File: config.mk
export PLATFORM = sky130hd
export DESIGN_NAME = hsv_chan_scale
export DESIGN_NICKNAME = d
export VERILOG_FILES = /design/src/rtl/hsv_pkg.sv /design/src/rtl/hsv_chan_scale.sv
export SDC_FILE = /design/constraint.sdc
export NUM_CORES = 2
export LEC_CHECK = 0
export BUFFER_PORTS_ARGS = -buffer_cell sky130_fd_sc_hd__buf_2
export CAP_MARGIN = 20
export CORE_MARGIN = 2
export CORE_UTILIZATION = 50
export CTS_CLUSTER_SIZE = 14
export DETAILED_ROUTE_END_ITERATION = 7
export PLACE_DENSITY = 0.68
export REMOVE_ABC_BUFFERS = 1
export SLEW_MARGIN = 10
export SYNTH_ARGS = -nofsm -noshare
export SYNTH_HDL_FRONTEND = slang
export SYNTH_SLANG_ARGS = --single-unit
File: constraint.sdc
create_clock -name clk -period 5.6 [get_ports clk]
set_input_delay 1.12 -clock clk [delete_from_list [all_inputs] [get_ports clk]]
set_output_delay 1.12 -clock clk [all_outputs]
set_load 0.01 [all_outputs]
File: src/rtl/hsv_pkg.sv
`default_nettype none

package hsv_pkg;

  // field widths
  localparam int HUE_W  = 16;  // signed hue, 1/64 degree
  localparam int SV_W   = 11;  // signed Q8 saturation / value
  localparam int Q_W    = 9;   // clamped Q8, 0..256
  localparam int M_W    = 15;  // wrapped hue, 0..23039
  localparam int SEC_W  = 3;   // sector, 0..5
  localparam int R_W    = 12;  // remainder inside sector, 0..3839
  localparam int T_W    = 20;  // term numerator over 256*3840
  localparam int N_W    = 28;  // channel numerator over 256*256*3840
  localparam int SCL_W  = 18;  // width of the 255.999 scale numerator
  localparam int Y_W    = 19;  // scaled numerator after the power-of-two part
  localparam int RCP_W  = 20;  // reciprocal of 1875
  localparam int BYTE_W = 8;

  localparam int NUM_STAGES  = 7;
  localparam int NUM_SECTORS = 6;

  localparam int HUE_FULL   = 23040;
  localparam int HUE_SECTOR = 3840;
  localparam int Q8_ONE     = 256;
  localparam int TERM_BASE  = Q8_ONE * HUE_SECTOR;

  // floor(N * 255999 / (2^24*15 * 1000)) = floor(floor(N * 255999 / 2^27) / 1875)
  localparam int SCALE_SHIFT = 27;
  localparam logic [SCL_W-1:0] SCALE_NUM = 18'd255999;
  localparam logic [Y_W-1:0]   DIV_REM   = 19'd1875;
  localparam int RECIP_SHIFT = 30;
  localparam logic [RCP_W-1:0] RECIP     = 20'd572662;  // floor(2^30 / 1875)

  typedef enum logic [1:0] {
    TERM_V,
    TERM_P1,
    TERM_P2,
    TERM_P3
  } term_sel_t;

  typedef struct packed {
    term_sel_t red;
    term_sel_t green;
    term_sel_t blue;
  } route_t;

  // stage 2 -> stage 3 bundle
  typedef struct packed {
    logic [SEC_W-1:0] sector;
    logic [R_W-1:0]   r;
    logic [Q_W-1:0]   s;
    logic [Q_W-1:0]   v;
  } hsv_prep_t;

  // per-channel term and value
  typedef struct packed {
    logic [T_W-1:0] t;
    logic [Q_W-1:0] v;
  } chan_term_t;

  function automatic route_t route_lookup(input logic [SEC_W-1:0] sector);
    route_t rt;
    unique case (sector)
      3'd0:    rt = '{red: TERM_V,  green: TERM_P3, blue: TERM_P1};
      3'd1:    rt = '{red: TERM_P2, green: TERM_V,  blue: TERM_P1};
      3'd2:    rt = '{red: TERM_P1, green: TERM_V,  blue: TERM_P3};
      3'd3:    rt = '{red: TERM_P1, green: TERM_P2, blue: TERM_V};
      3'd4:    rt = '{red: TERM_P3, green: TERM_P1, blue: TERM_V};
      default: rt = '{red: TERM_V,  green: TERM_P1, blue: TERM_P2};
    endcase
    return rt;
  endfunction

endpackage

`default_nettype wire

File: src/rtl/hsv_chan_scale.sv
`default_nettype none

// Stages 4-7 of one channel: N = V*T, then floor(N*255999 / (2^27*1875)).
module hsv_chan_scale (
  input  wire logic                        clk,
  input  wire logic [3:0]                  en,
  input  wire hsv_pkg::chan_term_t         term,
  output logic [hsv_pkg::BYTE_W-1:0]       chan
);

  localparam int NP_W = hsv_pkg::Q_W + hsv_pkg::T_W;
  localparam int XP_W = hsv_pkg::N_W + hsv_pkg::SCL_W;
  localparam int QP_W = hsv_pkg::Y_W + hsv_pkg::RCP_W;

  logic [NP_W-1:0]             prod_n;
  logic [XP_W-1:0]             prod_x;
  logic [QP_W-1:0]             prod_q;
  logic [hsv_pkg::Y_W-1:0]     back, rem;
  logic [hsv_pkg::N_W-1:0]     n;
  logic [hsv_pkg::Y_W-1:0]     y, y2;
  logic [hsv_pkg::BYTE_W-1:0]  q0;

  always_comb begin
    prod_n = NP_W'(term.v) * NP_W'(term.t);
    prod_x = XP_W'(n) * XP_W'(hsv_pkg::SCALE_NUM);
    prod_q = QP_W'(y) * QP_W'(hsv_pkg::RECIP);
    back   = hsv_pkg::Y_W'(q0) * hsv_pkg::DIV_REM;
    rem    = y2 - back;
  end

  always_ff @(posedge clk) begin
    if (en[0]) begin
      n <= prod_n[hsv_pkg::N_W-1:0];
    end
    if (en[1]) begin
      y <= prod_x[hsv_pkg::SCALE_SHIFT+hsv_pkg::Y_W-1:hsv_pkg::SCALE_SHIFT];
    end
    // reciprocal estimate is exact or one low
    if (en[2]) begin
      q0 <= prod_q[hsv_pkg::RECIP_SHIFT+hsv_pkg::BYTE_W-1:hsv_pkg::RECIP_SHIFT];
      y2 <= y;
    end
    if (en[3]) begin
      chan <= (rem >= hsv_pkg::DIV_REM) ? q0 + hsv_pkg::BYTE_W'(1) : q0;
    end
  end

endmodule

`default_nettype wire

==> results.json <==
{
  "drtIter0Drc": 824,
  "netlist_area_um2": 26510,
  "clk_latency_ns": 0.40,
  "port-buffer-count": 41,
  "synth_edf_count": 82,
  "core-area_um2": 52450,
  "slowest_delay_ns": 0.52,
  "grt_max_degree": 29,
  "violations": "setup timing",
  "synth.mux.area_fraction": 0.0008497,
  "die_x_um": 234.2,
  "skew_ns": 0.01360,
  "setup-tns-final_ns": -5.724,
  "slew_violations": 0,
  "n_fill_cell": 4261,
  "seq_area_frac_synth": 0.09290,
  "hold_ws_ns": 0.6710,
  "synthXorXnorAreaFrac": 0.02511,
  "worst_pin_slew_ns": 0.6676,
  "crit_fanout": 4,
  "fin_crit_ns": 6.014,
  "status": "finished, violations left",
  "cp_cell_sequence": "buf_6 -> fa_2 -> fa_1 -> inv_2 -> fa_1 -> inv_1 -> fa_1 -> fa_1 -> inv_1 -> fa_1 -> inv_2 -> ha_4 -> nand4_1 -> or3b_4 -> a21oi_4 -> a311o_2 -> nand2_4 -> o21ai_4 -> a21o_1 -> a21oi_1 -> xnor2_1",
  "synth_top_family_by_area": "adder cells",
  "yosysWarnings": 0,
  "tritoncts": "yes",
  "place_area_um2": 29800,
  "hold_violations": 0,
  "ioPinCount": 42,
  "worst-setup-path-type": "reg -> reg",
  "layout_common_cells": "inv_1, fa_1, ha_1",
  "slowest_stage": "fa_2",
  "rsz0062_at_grt": "yes",
  "route.detailed.drc": 0,
  "setup_viol": 19,
  "postSynthCellCount": 2613,
  "wl_mm": 59.52,
  "fin_nets": 4026,
  "synth_compound_area_frac": 0.05990,
  "relSlewSlack": 0.5549,
  "synth.avg_cell_area_um2": 10.14,
  "grt_pass1_wl_mm": 97.16,
  "drtAntennaViolNets": 0,
  "cts.htree.levels": 3,
  "fin_util": 0.5998,
  "path_clk_slew_ns": 0.08,
  "crit_path_frequent_cell": "fa_1",
  "final_common_cell": "inv_1",
  "die_area_um2": 54870,
  "required_ns": 5.74,
  "dp_hpwl_mm": 52.89,
  "track_usage": 0.2266,
  "synth.distinct_cells": 57,
  "cap_viol_max_count": 0,
  "gp_congestion": 0.9204,
  "synth_ff_type": "edfxtp_1",
  "cts_sinks": 82,
  "grt_overflow": 0,
  "antenna_found_initial": 0,
  "critPathCaptureType": "flop",
  "fin_crit_sh": 1.074,
  "start_util": 0.5054,
  "rows": 84,
  "vias_per_cell": 4.975,
  "drive_gt1_frac": 0.1915,
  "cts_buffers": 9,
  "yosys.area_share.simple": 0.06269,
  "clock.fmax_ghz": 0.1663,
  "final-seq-area_um2": 2462,
  "dr.pass1.iters": 5,
  "vias": 18360,
  "ctsRootBufferMaster": "clkbuf_16",
  "async_flop_share": 0,
  "routedWlPerCell_um": 16.13,
  "fin_ws_ns": -0.4140,
  "cpLargestDelayFamily": "adder cells",
  "die_height_um": 234.2,
  "multi_input_area_um2": 21580,
  "area_growth_pct": 18.68,
  "path_buf_inv": 5,
  "grt_pass1_vias": 19690,
  "holdCritPathClass": "reg -> reg",
  "diodes": 0,
  "cts_buffer_depth": 2,
  "crit_path_start_kind": "flop",
  "final_area_um2": 31460,
  "arrival_ns": 6.16,
  "synth_seq_cells": 82,
  "synth-adder-area-share": 0.6331
}
[per-stage QoR]
stage | worst slack, ns | cells
after floorplan | -0.4376 | 2585
after global placement | -0.7362 | 3625
after detailed placement | -0.8769 | 3625
after CTS | -0.4987 | 3668
after global routing | -0.6167 | 3690
final | -0.4140 | 3690
[cell families after synthesis]
logic type / count (synthesis)
flip-flops: 82
buffers and inverters: 886
XOR/XNOR: 76
AND/OR/NAND/NOR: 334
adder cells (fa/ha/maj): 995
multiplexers: 2
AO/OA/AOI/OAI: 238
[state kept, by name, summed over array words and instances (netlist names)]
name,flops
y2,19
y,19
chan,8
q0,8
n,28
[synthesized netlist by cell type, drive strengths merged, types with 5 or more instances]
cell     number  area share
edfxtp       82       0.093
a21o         41       0.012
a211oi        8      0.0023
nor3         15      0.0028
o21a         16      0.0045
o211ai        5      0.0014
and2         88       0.021
xnor2        51       0.017
a211o         5      0.0017
or3           8      0.0019
nand3        16      0.0030
a2111oi       7      0.0030
nor2b         6      0.0014
clkbuf       28      0.0040
nand4         6      0.0014
a31oi        10      0.0024
o2111ai       6      0.0020
nand2       129       0.018
nor3b         5      0.0014
inv         858        0.12
nor2         34      0.0048
and3         13      0.0031
a21oi        65       0.012
o31ai         6      0.0017
o21ai        41      0.0077
xor2         25      0.0083
ha          418        0.20
fa          577        0.44
[routing by layer]
layer  vias up  share of wire  GRT usage
li1       8671              -          -
met1      9307           0.45     0.3091
met2       322           0.50     0.3893
met3        59          0.032    0.02298
met4         0          0.018    0.05597
met5         -              0          0
[layout make-up]
type	count	area share
Multi-Input combinational cell	1645	0.6861
Inverter	858	0.1024
Timing Repair Buffer	401	0.09629
Sequential cell	82	0.07827
Tap cell	688	0.02736
Clock buffer	9	0.007159
Clock inverter	7	0.002426
[repair_timing]
| item | 4_1_cts | 5_1_grt |
|---|---|---|
| endpoints found under the setup margin | 31 | 40 |
| hold buffers | 0 | 0 |
| gates resized for setup | 85 | 133 |
| pin swaps | 59 | 96 |
| setup buffers | 29 | 24 |
[worst paths after layout]
kind	startpoint	endpoint	slack [ns]	depth (start not counted)
worst max-delay path	n[11]$_DFFE_PP_	y[15]$_DFFE_PP_	-0.41	21
worst min-delay path	y[10]$_DFFE_PP_	y2[10]$_DFFE_PP_	0.67	1
worst max register to register	n[11]$_DFFE_PP_	y[15]$_DFFE_PP_	-0.41	21
worst min register to register	y[10]$_DFFE_PP_	y2[10]$_DFFE_PP_	0.67	1
Power is left out: the tool's default activity adds up to more than one toggle a clock period on the data nets, which glitch-free logic cannot reach.
