[src/rtl/hsv_pkg.sv]
`default_nettype none

package hsv_pkg;

  // field widths
  localparam int HUE_W  = 16;  // signed hue, 1/64 degree
  localparam int SV_W   = 11;  // signed Q8 saturation / value
  localparam int Q_W    = 9;   // clamped Q8, 0..256
  localparam int M_W    = 15;  // wrapped hue, 0..23039
  localparam int SEC_W  = 3;   // sector, 0..5
  localparam int R_W    = 12;  // remainder inside sector, 0..3839
  localparam int T_W    = 20;  // term numerator over 256*3840
  localparam int N_W    = 28;  // channel numerator over 256*256*3840
  localparam int SCL_W  = 18;  // width of the 255.999 scale numerator
  localparam int Y_W    = 19;  // scaled numerator after the power-of-two part
  localparam int RCP_W  = 20;  // reciprocal of 1875
  localparam int BYTE_W = 8;

  localparam int NUM_STAGES  = 7;
  localparam int NUM_SECTORS = 6;

  localparam int HUE_FULL   = 23040;
  localparam int HUE_SECTOR = 3840;
  localparam int Q8_ONE     = 256;
  localparam int TERM_BASE  = Q8_ONE * HUE_SECTOR;

  // floor(N * 255999 / (2^24*15 * 1000)) = floor(floor(N * 255999 / 2^27) / 1875)
  localparam int SCALE_SHIFT = 27;
  localparam logic [SCL_W-1:0] SCALE_NUM = 18'd255999;
  localparam logic [Y_W-1:0]   DIV_REM   = 19'd1875;
  localparam int RECIP_SHIFT = 30;
  localparam logic [RCP_W-1:0] RECIP     = 20'd572662;  // floor(2^30 / 1875)

  typedef enum logic [1:0] {
    TERM_V,
    TERM_P1,
    TERM_P2,
    TERM_P3
  } term_sel_t;

  typedef struct packed {
    term_sel_t red;
    term_sel_t green;
    term_sel_t blue;
  } route_t;

  // stage 2 -> stage 3 bundle
  typedef struct packed {
    logic [SEC_W-1:0] sector;
    logic [R_W-1:0]   r;
    logic [Q_W-1:0]   s;
    logic [Q_W-1:0]   v;
  } hsv_prep_t;

  // per-channel term and value
  typedef struct packed {
    logic [T_W-1:0] t;
    logic [Q_W-1:0] v;
  } chan_term_t;

  function automatic route_t route_lookup(input logic [SEC_W-1:0] sector);
    route_t rt;
    unique case (sector)
      3'd0:    rt = '{red: TERM_V,  green: TERM_P3, blue: TERM_P1};
      3'd1:    rt = '{red: TERM_P2, green: TERM_V,  blue: TERM_P1};
      3'd2:    rt = '{red: TERM_P1, green: TERM_V,  blue: TERM_P3};
      3'd3:    rt = '{red: TERM_P1, green: TERM_P2, blue: TERM_V};
      3'd4:    rt = '{red: TERM_P3, green: TERM_P1, blue: TERM_V};
      default: rt = '{red: TERM_V,  green: TERM_P1, blue: TERM_P2};
    endcase
    return rt;
  endfunction

endpackage

`default_nettype wire

[src/rtl/hsv_term_route.sv]
`default_nettype none

// Stage 3: form V, p1, p2, p3 numerators (over 256*3840) and route by sector.
module hsv_term_route (
  input  wire logic               clk,
  input  wire logic               en,
  input  wire hsv_pkg::hsv_prep_t prep,
  output hsv_pkg::chan_term_t     red,
  output hsv_pkg::chan_term_t     green,
  output hsv_pkg::chan_term_t     blue
);

  logic [hsv_pkg::T_W-1:0] term [4];
  logic [hsv_pkg::T_W-1:0] sr, sq;
  logic [hsv_pkg::Q_W-1:0] one_minus_s;
  logic [hsv_pkg::R_W-1:0] one_minus_r;
  hsv_pkg::route_t         rt;

  always_comb begin
    one_minus_s = hsv_pkg::Q_W'(hsv_pkg::Q8_ONE) - prep.s;
    one_minus_r = hsv_pkg::R_W'(hsv_pkg::HUE_SECTOR) - prep.r;
    sr = hsv_pkg::T_W'(prep.s) * hsv_pkg::T_W'(prep.r);
    sq = hsv_pkg::T_W'(prep.s) * hsv_pkg::T_W'(one_minus_r);
    term[hsv_pkg::TERM_V]  = hsv_pkg::T_W'(hsv_pkg::TERM_BASE);
    term[hsv_pkg::TERM_P1] = hsv_pkg::T_W'(one_minus_s) *
                             hsv_pkg::T_W'(hsv_pkg::HUE_SECTOR);
    term[hsv_pkg::TERM_P2] = hsv_pkg::T_W'(hsv_pkg::TERM_BASE) - sr;
    term[hsv_pkg::TERM_P3] = hsv_pkg::T_W'(hsv_pkg::TERM_BASE) - sq;
    rt = hsv_pkg::route_lookup(prep.sector);
  end

  always_ff @(posedge clk) begin
    if (en) begin
      red.t   <= term[rt.red];
      green.t <= term[rt.green];
      blue.t  <= term[rt.blue];
      red.v   <= prep.v;
      green.v <= prep.v;
      blue.v  <= prep.v;
    end
  end

endmodule

`default_nettype wire

[config.mk]
export PLATFORM = sky130hd
export DESIGN_NAME = hsv_term_route
export DESIGN_NICKNAME = d
export VERILOG_FILES = /design/src/rtl/hsv_pkg.sv /design/src/rtl/hsv_term_route.sv
export SDC_FILE = /design/constraint.sdc
export NUM_CORES = 1
export LEC_CHECK = 0
export BUFFER_PORTS_ARGS = -buffer_cell sky130_fd_sc_hd__buf_4
export CORE_ASPECT_RATIO = 0.7
export CORE_MARGIN = 5
export CORE_UTILIZATION = 35
export DETAILED_ROUTE_END_ITERATION = 10
export PLACE_DENSITY = 0.63
export SYNTH_ARGS = -nofsm -noshare
export SYNTH_HDL_FRONTEND = slang
export SYNTH_SLANG_ARGS = --single-unit
[constraint.sdc]
create_clock -name clk -period 8.6 [get_ports clk]
set_clock_uncertainty 0.15 [all_clocks]
set_input_delay 1.72 -clock clk [delete_from_list [all_inputs] [get_ports clk]]
set_output_delay 1.72 -clock clk [all_outputs]
set_load 0.02 [all_outputs]
==> reports/results.md <==
| Quantity | Reported | Unit |
| --- | --- | --- |
| Status | finished clean | - |
| Number of setup buffers added after CTS | 0 | - |
| Vias per inst | 5.202 | - |
| Wirelength, routed | 30950 | um |
| Total of hold buffers inserted after clock tree synthesis | 0 | - |
| Type of the tightest min-delay check | in2reg | - |
| First-pass GRT wire length | 50110 | um |
| Ys async rst share | 0 | % |
| Starting utilization of the core area | 35.61 | % |
| Count of vias placed by the detailed router | 8874 | - |
| Level count of the clock H-tree | 3 | - |
| Fraction of the mapped netlist area in simple logic gates | 16.00 | % |
| Height of the die | 161.9 | um |
| Number of enable flip-flop cells after synthesis | 69 | - |
| Netlist Area Pre-Place | 0.01154 | mm^2 |
| Placed wire-length estimate | 25030 | um |
| Number of max-slew violations in the final report | 0 | - |
| List of cells traversed by the critical path | buf_4 -> nor4_1 -> buf_4 -> nand2b_1 -> nor3_1 -> xnor2_1 -> and2_1 -> fa_1 -> inv_1 -> fa_1 -> fa_1 -> fa_1 -> ha_1 -> ha_1 -> and3_1 -> a2111oi_2 -> o211a_1 -> o31ai_1 -> nor2_1 -> xor2_1 -> a22oi_1 -> o22a_1 | - |
| Number of register bits inferred by synthesis | 69 | - |
| Input/output buffers | 121 | - |
| Post-synthesis cell type count | 68 | - |
| Clock net sink count | 69 | - |
| Worst path slowest cell | fa_1 | - |
| Fin crit share | 90.86 | % |
| Main combinational cell family by area after synthesis | adder cells | - |
| Number of setup violations in the final report | 0 | - |
| Critical Path End Type | flop | - |
| Number of global-route vias before repair | 9287 | - |
| Routed wire per std cell | 18.14 | um |
| Critical Path Source Type | input port | - |
| Mux cell area share after synthesis | 0.1734 | % |
| Yosys synthesis warning count | 0 | - |
| Worst-case clock buffer depth | 2 | - |
| Worst-margin pin slew | 1.200 | ns |
| Dominant synthesized flop cell | edfxtp_1 | - |
| Remaining DRCs | 0 | - |
| Complex-gate fraction of the synthesized area | 11.36 | % |
| CTS tree | built | - |
| Post-synthesis average cell area | 9.572 | um^2 |
| Post-synthesis xor/xnor area fraction | 5.148 | % |
| Gr ovfl total | 0 | - |
| Buffer type at the clock tree root | clkbuf_16 | - |
| Worst-path fanout max | 13 | - |
| Number of max-capacitance violations reported | 0 | - |
| RSZ-0062 raised after global routing | false | - |
| Clock buffer count from CTS | 9 | - |
| Most used cells in the layout excluding fill and tap cells | inv_1 (186), fa_1 (150), and2_1 (134) | - |
| Max-Slew Margin vs Limit | 19.84 | % |
| Antenna Diode Count | 0 | - |
| Share of layout cells above drive strength 1 | 12.74 | % |
| Initial antenna violation count | 0 | - |
| CP arrival | 7.76 | ns |
| Signed area change from the synthesized netlist to the final layout | 12.55 | % |
| Clock period minus worst slack | 7.814 | ns |
| Die width | 227.1 | um |
| Highest clock rate | 128.0 | MHz |
| Final weighted congestion in routability-driven placement | 0.9044 | - |
| CP dominant cell by count | fa_1 | - |
| Num rows | 55 | - |
| Layout net count | 1591 | - |
| Area inside the core boundary | 0.03241 | mm^2 |
| Sum of negative setup slack | 0 | ns |
| WS Path Type | in2reg | - |
| Die area | 0.03677 | mm^2 |
| Final Hold Violating Endpoints | 0 | - |
| All-Layer GR Usage | 17.10 | % |
| Maximum number of pins on one net before global-route repair | 70 | - |
| Number of instances in the synthesized netlist | 1206 | - |
| Clock edge transition at the registers on the reported setup and hold paths | 0.06 | ns |
| Adder-cell area share of the yosys netlist | 40.32 | % |
| Count of pins on the block boundary | 122 | - |
| Number of DRC markers after the initial detailed-route iteration | 776 | - |
| Sequential element share of the synthesized area | 17.95 | % |
| ANT nets after route | 0 | - |
| Synthesized net count | 1523 | - |
| First-pass iteration count of the detailed router | 6 | - |
| Required time of the critical path | 8.54 | ns |
| Post-cts resize count | 0 | - |
| Stage delay of the slowest cell on the critical path | 0.58 | ns |
| Most common cell after layout, fill and taps aside | inv_1 | - |
area by class of cell:
| cell class | count | area, um^2 |
|---|---|---|
| timing repair buffer | 131 | 983.4 |
| inverter | 186 | 698.2 |
| fill | 3176 | 19420 |
| multi-input combinational | 877 | 8427 |
| clock buffer | 9 | 225.2 |
| sequential | 69 | 2072 |
| clock inverter | 7 | 52.55 |
| tap | 427 | 534.3 |
worst max-delay path, delay by kind of cell:
kind	cells	cell delay [ns]
xor gates and xnor gates	2	0.67
adders and majority gates	6	2.47
and+or+nand+nor	6	1.15
buffers and inverters	3	0.42
AOI/OAI and AO/OA	5	1.31
logic make-up (layout without fill, tap and decap cells):
logic type | Yosys count | in the layout
AOI/OAI and AO/OA | 175 | 175
xor gates and xnor gates | 67 | 67
adders and majority gates | 282 | 282
buffers and inverters | 260 | 333
DFF | 69 | 69
muxes | 2 | 2
and+or+nand+nor | 351 | 351
flip-flops by register name (all words and copies together) (netlist names):
signal,count
blue,29
green,20
red,20
synth_stat cells, types with 5 or more instances:
master	count	area, um^2
or3_1	7	43.79
fa_1	150	3003
xnor2_1	42	367.9
nor3_1	10	50.05
a21o_1	8	60.06
o22ai_1	14	87.58
a211oi_1	6	45.04
ha_1	132	1652
nand3_1	7	35.03
a221oi_1	13	113.9
nor2_1	54	202.7
xor2_1	24	210.2
nand2_1	97	364.1
buf_4	18	135.1
and3_1	6	37.54
nand2b_1	8	50.05
a21oi_1	32	160.2
clkbuf_1	51	191.4
o21a_1	5	37.54
and2_1	134	838.3
a22o_1	19	166.4
edfxtp_1	69	2072
o21ai_0	15	75.07
nor4_1	5	31.28
inv_1	186	698.2
a22oi_1	20	150.1
metal layers:
metal,vias to the layer above,track usage (%),routed length (um)
met5,-,0,0
met4,0,2.880,383
met3,28,3.559,2298
met2,324,26.63,13690
met1,4427,25.04,14580
li1,4095,-,-
per-stage QoR:
step | cells | util (%) | hold slack, ns | cell area (um^2) | setup slack, ns
floorplan | 1206 | - | 1.669 | 11540 | 1.007
global placement | 1690 | 39.23 | 1.748 | 12710 | 0.6364
detailed placement | 1690 | 39.23 | 1.749 | 12710 | 0.5233
CTS | 1706 | 40.08 | 1.396 | 12990 | 0.8788
global route | 1706 | 40.08 | 1.390 | 12990 | 0.3730
finish | 1706 | 40.08 | 1.405 | 12990 | 0.7863
path summary, 6_finish.rpt:
check	startpoint	endpoint	slack [ns]	cells after the start
max	prep[21]	red[26]	0.79	22
min	prep[6]	blue[6]	1.41	1
Power is left out: the tool's default activity adds up to more than one toggle a clock period on the data nets, which glitch-free logic cannot reach.
