<file path="src/rtl/hsv_pkg.sv">
`default_nettype none

package hsv_pkg;

  // field widths
  localparam int HUE_W  = 16;  // signed hue, 1/64 degree
  localparam int SV_W   = 11;  // signed Q8 saturation / value
  localparam int Q_W    = 9;   // clamped Q8, 0..256
  localparam int M_W    = 15;  // wrapped hue, 0..23039
  localparam int SEC_W  = 3;   // sector, 0..5
  localparam int R_W    = 12;  // remainder inside sector, 0..3839
  localparam int T_W    = 20;  // term numerator over 256*3840
  localparam int N_W    = 28;  // channel numerator over 256*256*3840
  localparam int SCL_W  = 18;  // width of the 255.999 scale numerator
  localparam int Y_W    = 19;  // scaled numerator after the power-of-two part
  localparam int RCP_W  = 20;  // reciprocal of 1875
  localparam int BYTE_W = 8;

  localparam int NUM_STAGES  = 7;
  localparam int NUM_SECTORS = 6;

  localparam int HUE_FULL   = 23040;
  localparam int HUE_SECTOR = 3840;
  localparam int Q8_ONE     = 256;
  localparam int TERM_BASE  = Q8_ONE * HUE_SECTOR;

  // floor(N * 255999 / (2^24*15 * 1000)) = floor(floor(N * 255999 / 2^27) / 1875)
  localparam int SCALE_SHIFT = 27;
  localparam logic [SCL_W-1:0] SCALE_NUM = 18'd255999;
  localparam logic [Y_W-1:0]   DIV_REM   = 19'd1875;
  localparam int RECIP_SHIFT = 30;
  localparam logic [RCP_W-1:0] RECIP     = 20'd572662;  // floor(2^30 / 1875)

  typedef enum logic [1:0] {
    TERM_V,
    TERM_P1,
    TERM_P2,
    TERM_P3
  } term_sel_t;

  typedef struct packed {
    term_sel_t red;
    term_sel_t green;
    term_sel_t blue;
  } route_t;

  // stage 2 -> stage 3 bundle
  typedef struct packed {
    logic [SEC_W-1:0] sector;
    logic [R_W-1:0]   r;
    logic [Q_W-1:0]   s;
    logic [Q_W-1:0]   v;
  } hsv_prep_t;

  // per-channel term and value
  typedef struct packed {
    logic [T_W-1:0] t;
    logic [Q_W-1:0] v;
  } chan_term_t;

  function automatic route_t route_lookup(input logic [SEC_W-1:0] sector);
    route_t rt;
    unique case (sector)
      3'd0:    rt = '{red: TERM_V,  green: TERM_P3, blue: TERM_P1};
      3'd1:    rt = '{red: TERM_P2, green: TERM_V,  blue: TERM_P1};
      3'd2:    rt = '{red: TERM_P1, green: TERM_V,  blue: TERM_P3};
      3'd3:    rt = '{red: TERM_P1, green: TERM_P2, blue: TERM_V};
      3'd4:    rt = '{red: TERM_P3, green: TERM_P1, blue: TERM_V};
      default: rt = '{red: TERM_V,  green: TERM_P1, blue: TERM_P2};
    endcase
    return rt;
  endfunction

endpackage

`default_nettype wire

</file>
<file path="src/rtl/hsv_hue_prep.sv">
`default_nettype none

// Stages 1-2: clamp S/V, wrap hue, split into sector and remainder.
module hsv_hue_prep (
  input  wire logic                             clk,
  input  wire logic [1:0]                       en,
  input  wire logic signed [hsv_pkg::HUE_W-1:0] hue,
  input  wire logic signed [hsv_pkg::SV_W-1:0]  saturation,
  input  wire logic signed [hsv_pkg::SV_W-1:0]  brightness,
  output hsv_pkg::hsv_prep_t                    prep
);

  localparam logic signed [hsv_pkg::HUE_W:0] FULL_S =
    (hsv_pkg::HUE_W+1)'(hsv_pkg::HUE_FULL);
  localparam logic signed [hsv_pkg::HUE_W:0] FULL2_S =
    (hsv_pkg::HUE_W+1)'(2 * hsv_pkg::HUE_FULL);

  function automatic logic [hsv_pkg::Q_W-1:0] clamp_q8(
    input logic signed [hsv_pkg::SV_W-1:0] x
  );
    logic [hsv_pkg::Q_W-1:0] res;
    if (x < 0) begin
      res = '0;
    end else if (x > $signed(hsv_pkg::SV_W'(hsv_pkg::Q8_ONE))) begin
      res = hsv_pkg::Q_W'(hsv_pkg::Q8_ONE);
    end else begin
      res = x[hsv_pkg::Q_W-1:0];
    end
    return res;
  endfunction

  logic [hsv_pkg::Q_W-1:0]          s1, v1;
  logic [hsv_pkg::M_W-1:0]          m1;
  logic signed [hsv_pkg::HUE_W:0]   hx, mx;
  logic [hsv_pkg::SEC_W-1:0]        sec;
  logic [hsv_pkg::M_W-1:0]          sec_base;

  // hue mod 23040, negatives wrapped up
  always_comb begin
    hx = {hue[hsv_pkg::HUE_W-1], hue};
    if (hx < -FULL_S) begin
      mx = hx + FULL2_S;
    end else if (hx < 0) begin
      mx = hx + FULL_S;
    end else if (hx >= FULL_S) begin
      mx = hx - FULL_S;
    end else begin
      mx = hx;
    end
  end

  always_ff @(posedge clk) begin
    if (en[0]) begin
      s1 <= clamp_q8(saturation);
      v1 <= clamp_q8(brightness);
      m1 <= mx[hsv_pkg::M_W-1:0];
    end
  end

  // independent threshold compares, highest passed wins
  always_comb begin
    sec      = '0;
    sec_base = '0;
    for (int k = 1; k < hsv_pkg::NUM_SECTORS; k++) begin
      if (m1 >= hsv_pkg::M_W'(k * hsv_pkg::HUE_SECTOR)) begin
        sec      = hsv_pkg::SEC_W'(k);
        sec_base = hsv_pkg::M_W'(k * hsv_pkg::HUE_SECTOR);
      end
    end
  end

  always_ff @(posedge clk) begin
    if (en[1]) begin
      prep.sector <= sec;
      prep.r      <= hsv_pkg::R_W'(m1 - sec_base);
      prep.s      <= s1;
      prep.v      <= v1;
    end
  end

endmodule

`default_nettype wire

</file>
<file path="config.mk">
export PLATFORM = sky130hd
export DESIGN_NAME = hsv_hue_prep
export DESIGN_NICKNAME = d
export VERILOG_FILES = /design/src/rtl/hsv_pkg.sv /design/src/rtl/hsv_hue_prep.sv
export SDC_FILE = /design/constraint.sdc
export NUM_CORES = 1
export LEC_CHECK = 0
export BUFFER_PORTS_ARGS = -buffer_cell sky130_fd_sc_hd__buf_2
export CORE_ASPECT_RATIO = 1.75
export CORE_MARGIN = 5
export CORE_UTILIZATION = 40
export CTS_BUF_LIST = sky130_fd_sc_hd__clkbuf_4 sky130_fd_sc_hd__clkbuf_8
export CTS_CLUSTER_SIZE = 10
export DETAILED_ROUTE_END_ITERATION = 6
export PLACE_DENSITY = 0.71
export SYNTH_ARGS = -nofsm -noshare
export SYNTH_HDL_FRONTEND = slang
export SYNTH_SLANG_ARGS = --single-unit
</file>
<file path="constraint.sdc">
create_clock -name clk -period 3.7 [get_ports clk]
set_input_delay 0.74 -clock clk [delete_from_list [all_inputs] [get_ports clk]]
set_output_delay 0.74 -clock clk [all_outputs]
set_load 0.1 [all_outputs]
</file>
==> results.txt, run 1 <==
detailed-route wire length - 5.178 mm
CTS tree - done
switching share of power - 0.3194
Setup Viol. Count Final - 0
slew margin rel. - 0.5283
# DRC - 0
Area Overhead vs Synth - 22.03%
setup tns final - 0 ps
Post-Synthesis Cells - 201
register bit total from synthesis - 66
post-synthesis sequential area ratio - 0.6938
multi-input logic area - 803.3 um2
Die X - 73.88 um
Core Util, Final - 0.5047
Logic pwr share - 0.219
H-tree levels - 3
Worst-path clk slew - 60 ps
Syn Area/Cell - 14.21 um2
Rows - 40
Seq. cell area - 1982 um2
Hold Path Class - reg2reg
die area - 8998 um2
pin count of the biggest net entering global routing - 34
clk_skew - 5.536 ps
clock sink count - 66
IO Count - 74
FILL cells - 613
Crit Path Category - in2reg
first-pass GRT wire length - 8.314 mm
PostCTS Resize Cnt - 0
antenna viol nets, final - 0
WP data required - 3790 ps
Int Pwr - 0.001301 W
Pins Over Slew Limit - 0
Worst-Margin Slew - 707.5 ps
vias post-DR - 1842
vias in the first global route - 1835
fmax - 478.4 MHz
Distinct cells, synth - 38
crit end category - register
n_diodes - 0
Clock power frac - 0.295
CP Launch Type - primary input
CTS Buf Count - 9
Reg power frac - 0.486
GR Overflow Total - 0
Final nets - 332
initial antenna violation count - 0
post-layout min period - 2090 ps
Core Box Area - 6907 um2
syn_nets - 252
crit-path max FO - 12
Initial Util - 0.4136
critical path data arrival time - 2180 ps
Peak VDD IR - 0.1953 mV
status - complete, no violations
drt initial violations - 102
Post-CTS Setup Inserts - 0
cts hold-fix bufs - 0
vias per cell - 4.978
RD Place Congestion - 0.8416
Post-synth EDFFs - 66
Root Buffer - clkbuf_8
DP HPWL - 3.970 mm
Clk Latency, worst-skew pair - 340 ps
layout cells sized above 1 - 0.3287
Synth Flop Type - edfxtp_1
synthesized area - 2856 um2
Post-synth ARST share - 0
Static Leak - 1.390 nW
PortBufs - 73
Switch Pwr - 0.0006102 W
RSZ-0062 raised after global routing - no
clk buf depth - 2
global-route usage over all layers - 0.1262
WL per Instance - 13.99 um
MaxCap Viol Count - 0
Die Ht - 121.8 um
Final period util - 0.5650
Ys Warns - 0
pwr/cell area - 548.1 nW/um2
final hold violations - 0
length of the first detailed-routing pass in iterations - 4
placed cells by master (no fill, tap or decap), types with 2 or more instances in the layout:
cell,Yosys,final
a21oi_1,12,12
xnor2_1,2,2
a211oi_2,2,2
nand3_1,5,5
xor2_1,2,2
clkinvlp_4,0,2
o211ai_1,3,3
clkbuf_8,0,9
buf_2,0,73
and2_1,16,16
o21ai_0,13,13
nor4_1,5,5
ha_1,9,9
edfxtp_1,66,66
a21o_1,4,4
o21ai_1,2,2
nor2_1,11,11
clkinv_1,0,2
nand2b_1,3,3
nand2_1,10,10
inv_1,11,11
nor3_1,3,3
critical path, cell delays in order:
cell and delay (ps):
buf_2 190, inv_1 70, ha_1 210, a211o_2 340, a21oi_1 240, a21oi_1 100
a21o_1 170, xor2_1 130
metrics by stage:
step | std cells | instance area, um2 | power, W | worst slack [ps] | hold WS [ps]
finish | 370 | 3486 | 0.001911 | 1610 | 418.8
global route | 370 | 3486 | 0.001998 | 1415 | 425.6
CTS | 370 | 3486 | 0.001934 | 1598 | 420.3
detailed placement | 354 | 3297 | 0.001367 | 1279 | 404.5
global placement | 354 | 3297 | 0.001360 | 1333 | 401.5
floorplan | 201 | 2856 | 0.001270 | 1528 | 400.3
routing by layer:
metal / vias to the layer above / track usage / routed length, um
li1: 916 / - / -
met1: 851 / 0.1326 / 1913
met2: 65 / 0.2094 / 2706
met3: 10 / 0.04211 / 385
met4: 0 / 0.08163 / 172
met5: - / 0 / 0
synth_stat cells (4+ instances only):
cell,count,area [um2]
a21o_1,4,30.03
a21oi_1,12,60.06
and2_1,16,100.1
edfxtp_1,66,1982
ha_1,9,112.6
inv_1,11,41.29
nand2_1,10,37.54
nand3_1,5,25.02
nor2_1,11,41.29
nor4_1,5,31.28
o21ai_0,13,65.06
registers in the layout, summed over array words and instances (netlist names):
register	flops
m1	15
v1	9
s1	9
prep	33
worst paths after layout:
kind / start / slack (ps) / cells after the start / to
max reg2reg: m1[13]$_DFFE_PP_ / 1610 / 7 / prep[28]$_DFFE_PP_
min reg2reg: v1[1]$_SDFFCE_PP0P_ / 420 / 0 / prep[1]$_DFFE_PP_
min: v1[1]$_SDFFCE_PP0P_ / 420 / 0 / prep[1]$_DFFE_PP_
max: hue[11] / 1610 / 8 / m1[12]$_DFFE_PP_
cell type report:
| class | instances | area share |
|---|---|---|
| Clock buffer | 10 | 0.03769 |
| Timing Repair Buffer | 73 | 0.1048 |
| Inverter | 11 | 0.01184 |
| Clock inverter | 6 | 0.01651 |
| Multi-Input combinational cell | 120 | 0.2304 |
| Tap cell | 84 | 0.03015 |
| Sequential cell | 66 | 0.5686 |
power groups by stage:
| stage | Sequential [W] | Combinational, W | Clock [W] |
|---|---|---|---|
| 2_1_floorplan | 0.00117 | 0.0000973 | 0 |
| 6_report | 0.000930 | 0.000418 | 0.000563 |
| 4_1_cts | 0.000931 | 0.000422 | 0.000582 |
| 3_5_place_dp | 0.000946 | 0.000421 | 0 |
| 3_3_place_gp | 0.000942 | 0.000417 | 0 |
| 5_1_grt | 0.000937 | 0.000446 | 0.000616 |
logic make-up (layout without fill, tap and decap cells):
kind of cell | after synthesis | in the layout | synth area share
compound gates | 47 | 47 | 0.1117
fa+ha+maj | 10 | 10 | 0.04643
flops | 66 | 66 | 0.6938
xor+xnor | 4 | 4 | 0.01227
mux | 1 | 1 | 0.003504
simple gates | 58 | 58 | 0.1073
buf+inv | 15 | 100 | 0.02497
(Power assumes the default switching activity.)
==> run 2, diff against run 1 <==
clock period = 2.1 ns   (was 3.7 ns; I/O delays follow)
==> results.txt, run 2 (synthesis results as in run 1) <==
status - complete, no violations (unchanged)
initial antenna violation count - 0 (unchanged)
most common cell after layout, fill and taps aside - buf_2 (unchanged)
RD Place Congestion - 0.8729 (was 0.8416)
cts hold-fix bufs - 0 (unchanged)
clk_skew - 5.400 ps (was 5.536 ps)
Setup Viol. Count Final - 0 (unchanged)
Static Leak - 1.461 nW (was 1.390 nW)
MaxCap Viol Count - 0 (unchanged)
GR Overflow Total - 0 (unchanged)
vias per cell - 4.987 (was 4.978)
Reg with most FFs - prep (unchanged)
IO Count - 74 (unchanged)
Inst Count DP - 359 (was 354)
pin count of the biggest net entering global routing - 34 (unchanged)
Worst-path clk slew - 70 ps (was 60 ps)
Peak VDD IR - 0.2864 mV (was 0.1953 mV)
detailed-route wire length - 5.153 mm (was 5.178 mm)
Pins Over Slew Limit - 0 (unchanged)
FILL cells - 600 (was 613)
# DRC - 0 (unchanged)
layout cells sized above 1 - 0.3661 (was 0.3287)
fmax - 500.8 MHz
CTS Buf Count - 9 (unchanged)
WL per Instance - 13.60 um (was 13.99 um)
Core Box Area - 6907 um2 (unchanged)
Largest regs - prep (33), m1 (15) (unchanged)
vias in the first global route - 1890 (was 1835)
power consumption - 0.003657 W (was 0.001911 W)
CP Launch Type - register (was primary input)
post-layout min period - 1997 ps
H-tree levels - 3 (unchanged)
crit end category - register (unchanged)
n_diodes - 0 (unchanged)
clk buf depth - 2 (unchanged)
Area Overhead vs Synth - 26.63% (was 22.03%)
vias post-DR - 1890 (was 1842)
Hold Path Class - in2reg (was reg2reg)
die area - 8998 um2 (unchanged)
DP HPWL - 3.997 mm (was 3.970 mm)
critical path data arrival time - 2070 ps (was 2180 ps)
drt initial violations - 78 (was 102)
final cell count without fillers - 379 (was 370)
Root Buffer - clkbuf_8 (unchanged)
Initial Util - 0.4136 (unchanged)
Clk Latency, worst-skew pair - 330 ps (was 340 ps)
clock sink count - 66 (unchanged)
pwr/cell area - 1011 nW/um2 (was 548.1 nW/um2)
commonest cells after routing, fill and taps aside - buf_2, edfxtp_1, and2_1 (unchanged)
Final nets - 341 (was 332)
max reg flops - 33 (unchanged)
WP data required - 2170 ps (was 3790 ps)
Die X - 73.88 um (unchanged)
Die Ht - 121.8 um (unchanged)
Final period util - 0.9509
antenna viol nets, final - 0 (unchanged)
first-pass GRT wire length - 8.418 mm (was 8.314 mm)
Hold Slack - 289.0 ps (was 418.8 ps)
final hold violations - 0 (unchanged)
slew margin rel. - 0.5297 (was 0.5283)
crit-path max FO - 6 (was 12)
PortBufs - 73 (unchanged)
CTS tree - done (unchanged)
Crit Path Category - reg2reg (was in2reg)
Worst-Margin Slew - 705.4 ps (was 707.5 ps)
length of the first detailed-routing pass in iterations - 4 (unchanged)
global-route usage over all layers - 0.1249 (was 0.1262)
Rows - 40 (unchanged)
## run 2: path summary, 6_finish.rpt
kind | endpoint | startpoint | slack (ps) | depth (start not counted)
max | prep[29]$_DFFE_PP_ | m1[10]$_DFFE_PP_ | 100 | 9
min | m1[1]$_DFFE_PP_ | hue[1] | 290 | 1
max reg2reg | prep[29]$_DFFE_PP_ | m1[10]$_DFFE_PP_ | 100 | 9
min reg2reg | prep[21]$_DFFE_PP_ | m1[3]$_DFFE_PP_ | 420 | 0
## run 2: worst max-delay path, stage by stage, from the launching register on
cell and delay (ps):
edfxtp_1 470, nand2_1 130, a21oi_1 40, o21ai_0 170, nand2_1 100, o21a_1 180
ha_1 260, a21o_1 190, a21oi_2 140, xor2_1 70
## run 2: area by class of cell
cell class,count,area [um2],share of cell area
clock buffer,10,131.4,0.03632
clock inverter,6,115.1,0.03182
inverter,11,41.29,0.01141
multi-input combinational,120,809.5,0.2238
sequential,66,1982,0.5479
tap,84,105.1,0.02906
timing repair buffer,82,432.9,0.1197
## run 2: through the flow
step / utilization / worst slack (ps) / cell area, um2 / TNS [ps]
after detailed placement: 0.4828 / 1.462 / 3334 / 0
final: 0.5237 / 103.0 / 3617 / 0
after global placement: 0.4828 / 67.59 / 3334 / 0
after CTS: 0.5185 / 67.20 / 3581 / 0
after floorplan: - / 188.6 / 2856 / 0
after global routing: 0.5237 / -6.167 / 3617 / -9.544
## run 2: power breakdown
part	total [W]	internal [W]	switching, W
Combinational	0.000773	0.000176	0.000597
Sequential	0.00163	0.00159	0.0000443
Clock	0.00125	0.000805	0.000447
## run 2: what timing repair did
action / CTS / global route
resized for setup: 0 / 5
setup endpoints to repair: 0 / 3
setup buffers: 0 / 4
## run 2: metal layers
layer,part of all wire,up-vias,track usage
met1,0.37,865,0.1284
met4,0.049,0,0.09184
met2,0.52,67,0.2172
met5,0,-,0
met3,0.065,18,0.02312
li1,-,940,-
==> run 3, diff against run 2 <==
GPL_TIMING_DRIVEN = 0   (was unset)
==> results.txt, run 3 (synthesis results as in run 1) <==
Rows - 40 (unchanged)
max reg flops - 33 (unchanged)
clk buf depth - 2 (unchanged)
pin count of the biggest net entering global routing - 34 (unchanged)
RSZ-0062 raised after global routing - no
Root Buffer - clkbuf_8 (unchanged)
CTS tree - done (unchanged)
Crit Path Category - reg2reg (unchanged)
most common cell after layout, fill and taps aside - buf_2 (unchanged)
H-tree levels - 3 (unchanged)
antenna viol nets, final - 0 (unchanged)
Clock power frac - 0.294 (was 0.342)
detailed-route wire length - 5.207 mm (was 5.153 mm)
Pins Over Slew Limit - 0 (unchanged)
die area - 8998 um2 (unchanged)
Inst Count DP - 358 (was 359)
reg2reg setup slack - 120 ps (was 100 ps)
CTS Buf Count - 9 (unchanged)
Worst-path clk slew - 70 ps (about the same)
switching share of power - 0.3229 (was 0.2975)
CP Launch Type - register (unchanged)
pwr/cell area - 957.0 nW/um2 (was 1011 nW/um2)
crit-path max FO - 7 (was 6)
WL per Instance - 13.81 um (was 13.60 um)
post-layout min period - 1978 ps (was 1997 ps)
DP HPWL - 3.956 mm (was 3.997 mm)
final hold violations - 0 (unchanged)
fmax - 505.7 MHz (was 500.8 MHz)
layout cells sized above 1 - 0.3584 (was 0.3661)
vias per cell - 4.963 (was 4.987)
PortBufs - 73 (unchanged)
GR Overflow Total - 0 (unchanged)
Largest regs - prep (33), m1 (15) (unchanged)
setup tns final - 0 ps (unchanged)
initial antenna violation count - 0 (unchanged)
MaxCap Viol Count - 0 (unchanged)
crit end category - register (unchanged)
Hold Path Class - in2reg (unchanged)
Static Leak - 1.428 nW (was 1.461 nW)
length of the first detailed-routing pass in iterations - 4 (unchanged)
vias in the first global route - 1854 (was 1890)
WP data required - 2190 ps (was 2170 ps)
vias post-DR - 1871 (was 1890)
Core Box Area - 6907 um2 (unchanged)
Final nets - 339 (was 341)
n_diodes - 0 (unchanged)
commonest cells after routing, fill and taps aside - buf_2, edfxtp_1, and2_1 (unchanged)
final cell count without fillers - 377 (was 379)
Clk Latency, worst-skew pair - 330 ps (about the same)
pre-CTS setup slack - -42.63 ps (was 1.462 ps)
global-route usage over all layers - 0.1219 (was 0.1249)
Logic pwr share - 0.227 (was 0.211)
Core Util, Final - 0.5150 (was 0.5237)
Switch Pwr - 0.001099 W (was 0.001088 W)
Area Overhead vs Synth - 24.53% (was 26.63%)
clk_skew - 2.398 ps (was 5.400 ps)
Int Pwr - 0.002305 W (was 0.002569 W)
Worst-Margin Slew - 694.4 ps (was 705.4 ps)
Peak VDD IR - 0.2964 mV (was 0.2864 mV)
critical path data arrival time - 2060 ps (was 2070 ps)
Initial Util - 0.4136 (unchanged)
status - complete, no violations (unchanged)
Reg power frac - 0.479 (was 0.446)
clock sink count - 66 (unchanged)
first-pass GRT wire length - 8.183 mm (was 8.418 mm)
worst setup margin - 122.4 ps (was 103.0 ps)
drt initial violations - 70 (was 78)
Setup Viol. Count Final - 0 (unchanged)
Die X - 73.88 um (unchanged)
IO Count - 74 (unchanged)
Final period util - 0.9417 (was 0.9509)
slew margin rel. - 0.5370 (was 0.5297)
Die Ht - 121.8 um (unchanged)
# DRC - 0 (unchanged)
Reg with most FFs - prep (unchanged)
RD Place Congestion - 0.8378 (was 0.8729)
run 3: cell count changes in the layout (fill, tap and decap cells not counted), moves of 2 or more:
| cell | delta |
|---|---|
| bufinv_16 | -2 |
| clkinv_1 | +2 |
| clkinv_4 | -2 |
| buf_6 | +2 |
| o21ai_0 | -2 |
| buf_4 | -5 |
| inv_6 | +2 |
run 3: worst paths after layout:
kind	startpoint	end	depth (start not counted)
setup / recovery	m1[12]$_DFFE_PP_	prep[28]$_DFFE_PP_	7
hold / removal	hue[0]	m1[0]$_DFFE_PP_	1
setup reg to reg	m1[12]$_DFFE_PP_	prep[28]$_DFFE_PP_	7
hold reg to reg	m1[1]$_DFFE_PP_	prep[19]$_DFFE_PP_	0
run 3: routing by layer:
layer	part of all wire	up-vias	track usage
met5	0	-	0
met4	0.030	0	0.07596
met3	0.067	11	0.03220
met2	0.53	68	0.2128
met1	0.37	861	0.1247
li1	-	931	-
run 3: timing repair:
action,4_1_cts,5_1_grt
gates resized for setup,0,9
cloned,0,0
endpoints found under the setup margin,1,3
buffers inserted,0,4
hold buffers,0,0
run 3: power groups by stage:
stage / Clock [W] / Sequential (W) / Combinational (W)
after floorplan: 0 / 0.00207 / 0.000171
after global placement: 0 / 0.00165 / 0.000749
after detailed placement: 0 / 0.00166 / 0.000755
after CTS: 0.00103 / 0.00163 / 0.000752
after global routing: 0.00110 / 0.00164 / 0.000816
final: 0.00100 / 0.00163 / 0.000772
run 3: per-stage QoR:
| step | total power, W | hold slack, ps | area (um2) |
|---|---|---|---|
| final | 0.003404 | 282.0 | 3557 |
| after global routing | 0.003556 | 255.1 | 3557 |
| after CTS | 0.003419 | 259.1 | 3515 |
| after detailed placement | 0.002412 | 405.4 | 3327 |
| after global placement | 0.002399 | 400.1 | 3327 |
| after floorplan | 0.002237 | 400.3 | 2856 |
run 3: layout make-up:
class                   count  area, um2
well taps                  84      105.1
flip-flops and latches     66       1982
multi-input cells         120      815.8
repair buffers             77      395.4
fillers                   600       3349
plain buffers               3      26.28
clock buffers               9      123.9
inverters                  11      41.29
clock inverters             7      67.56
run 3: worst max-delay path, stage by stage, from the launching register on:
cell      delay [ps]
edfxtp_1         490
nor2_2           180
o21ai_0          100
nand2_1          140
o21ai_1           90
ha_1             220
fa_1             390
xnor2_1          140
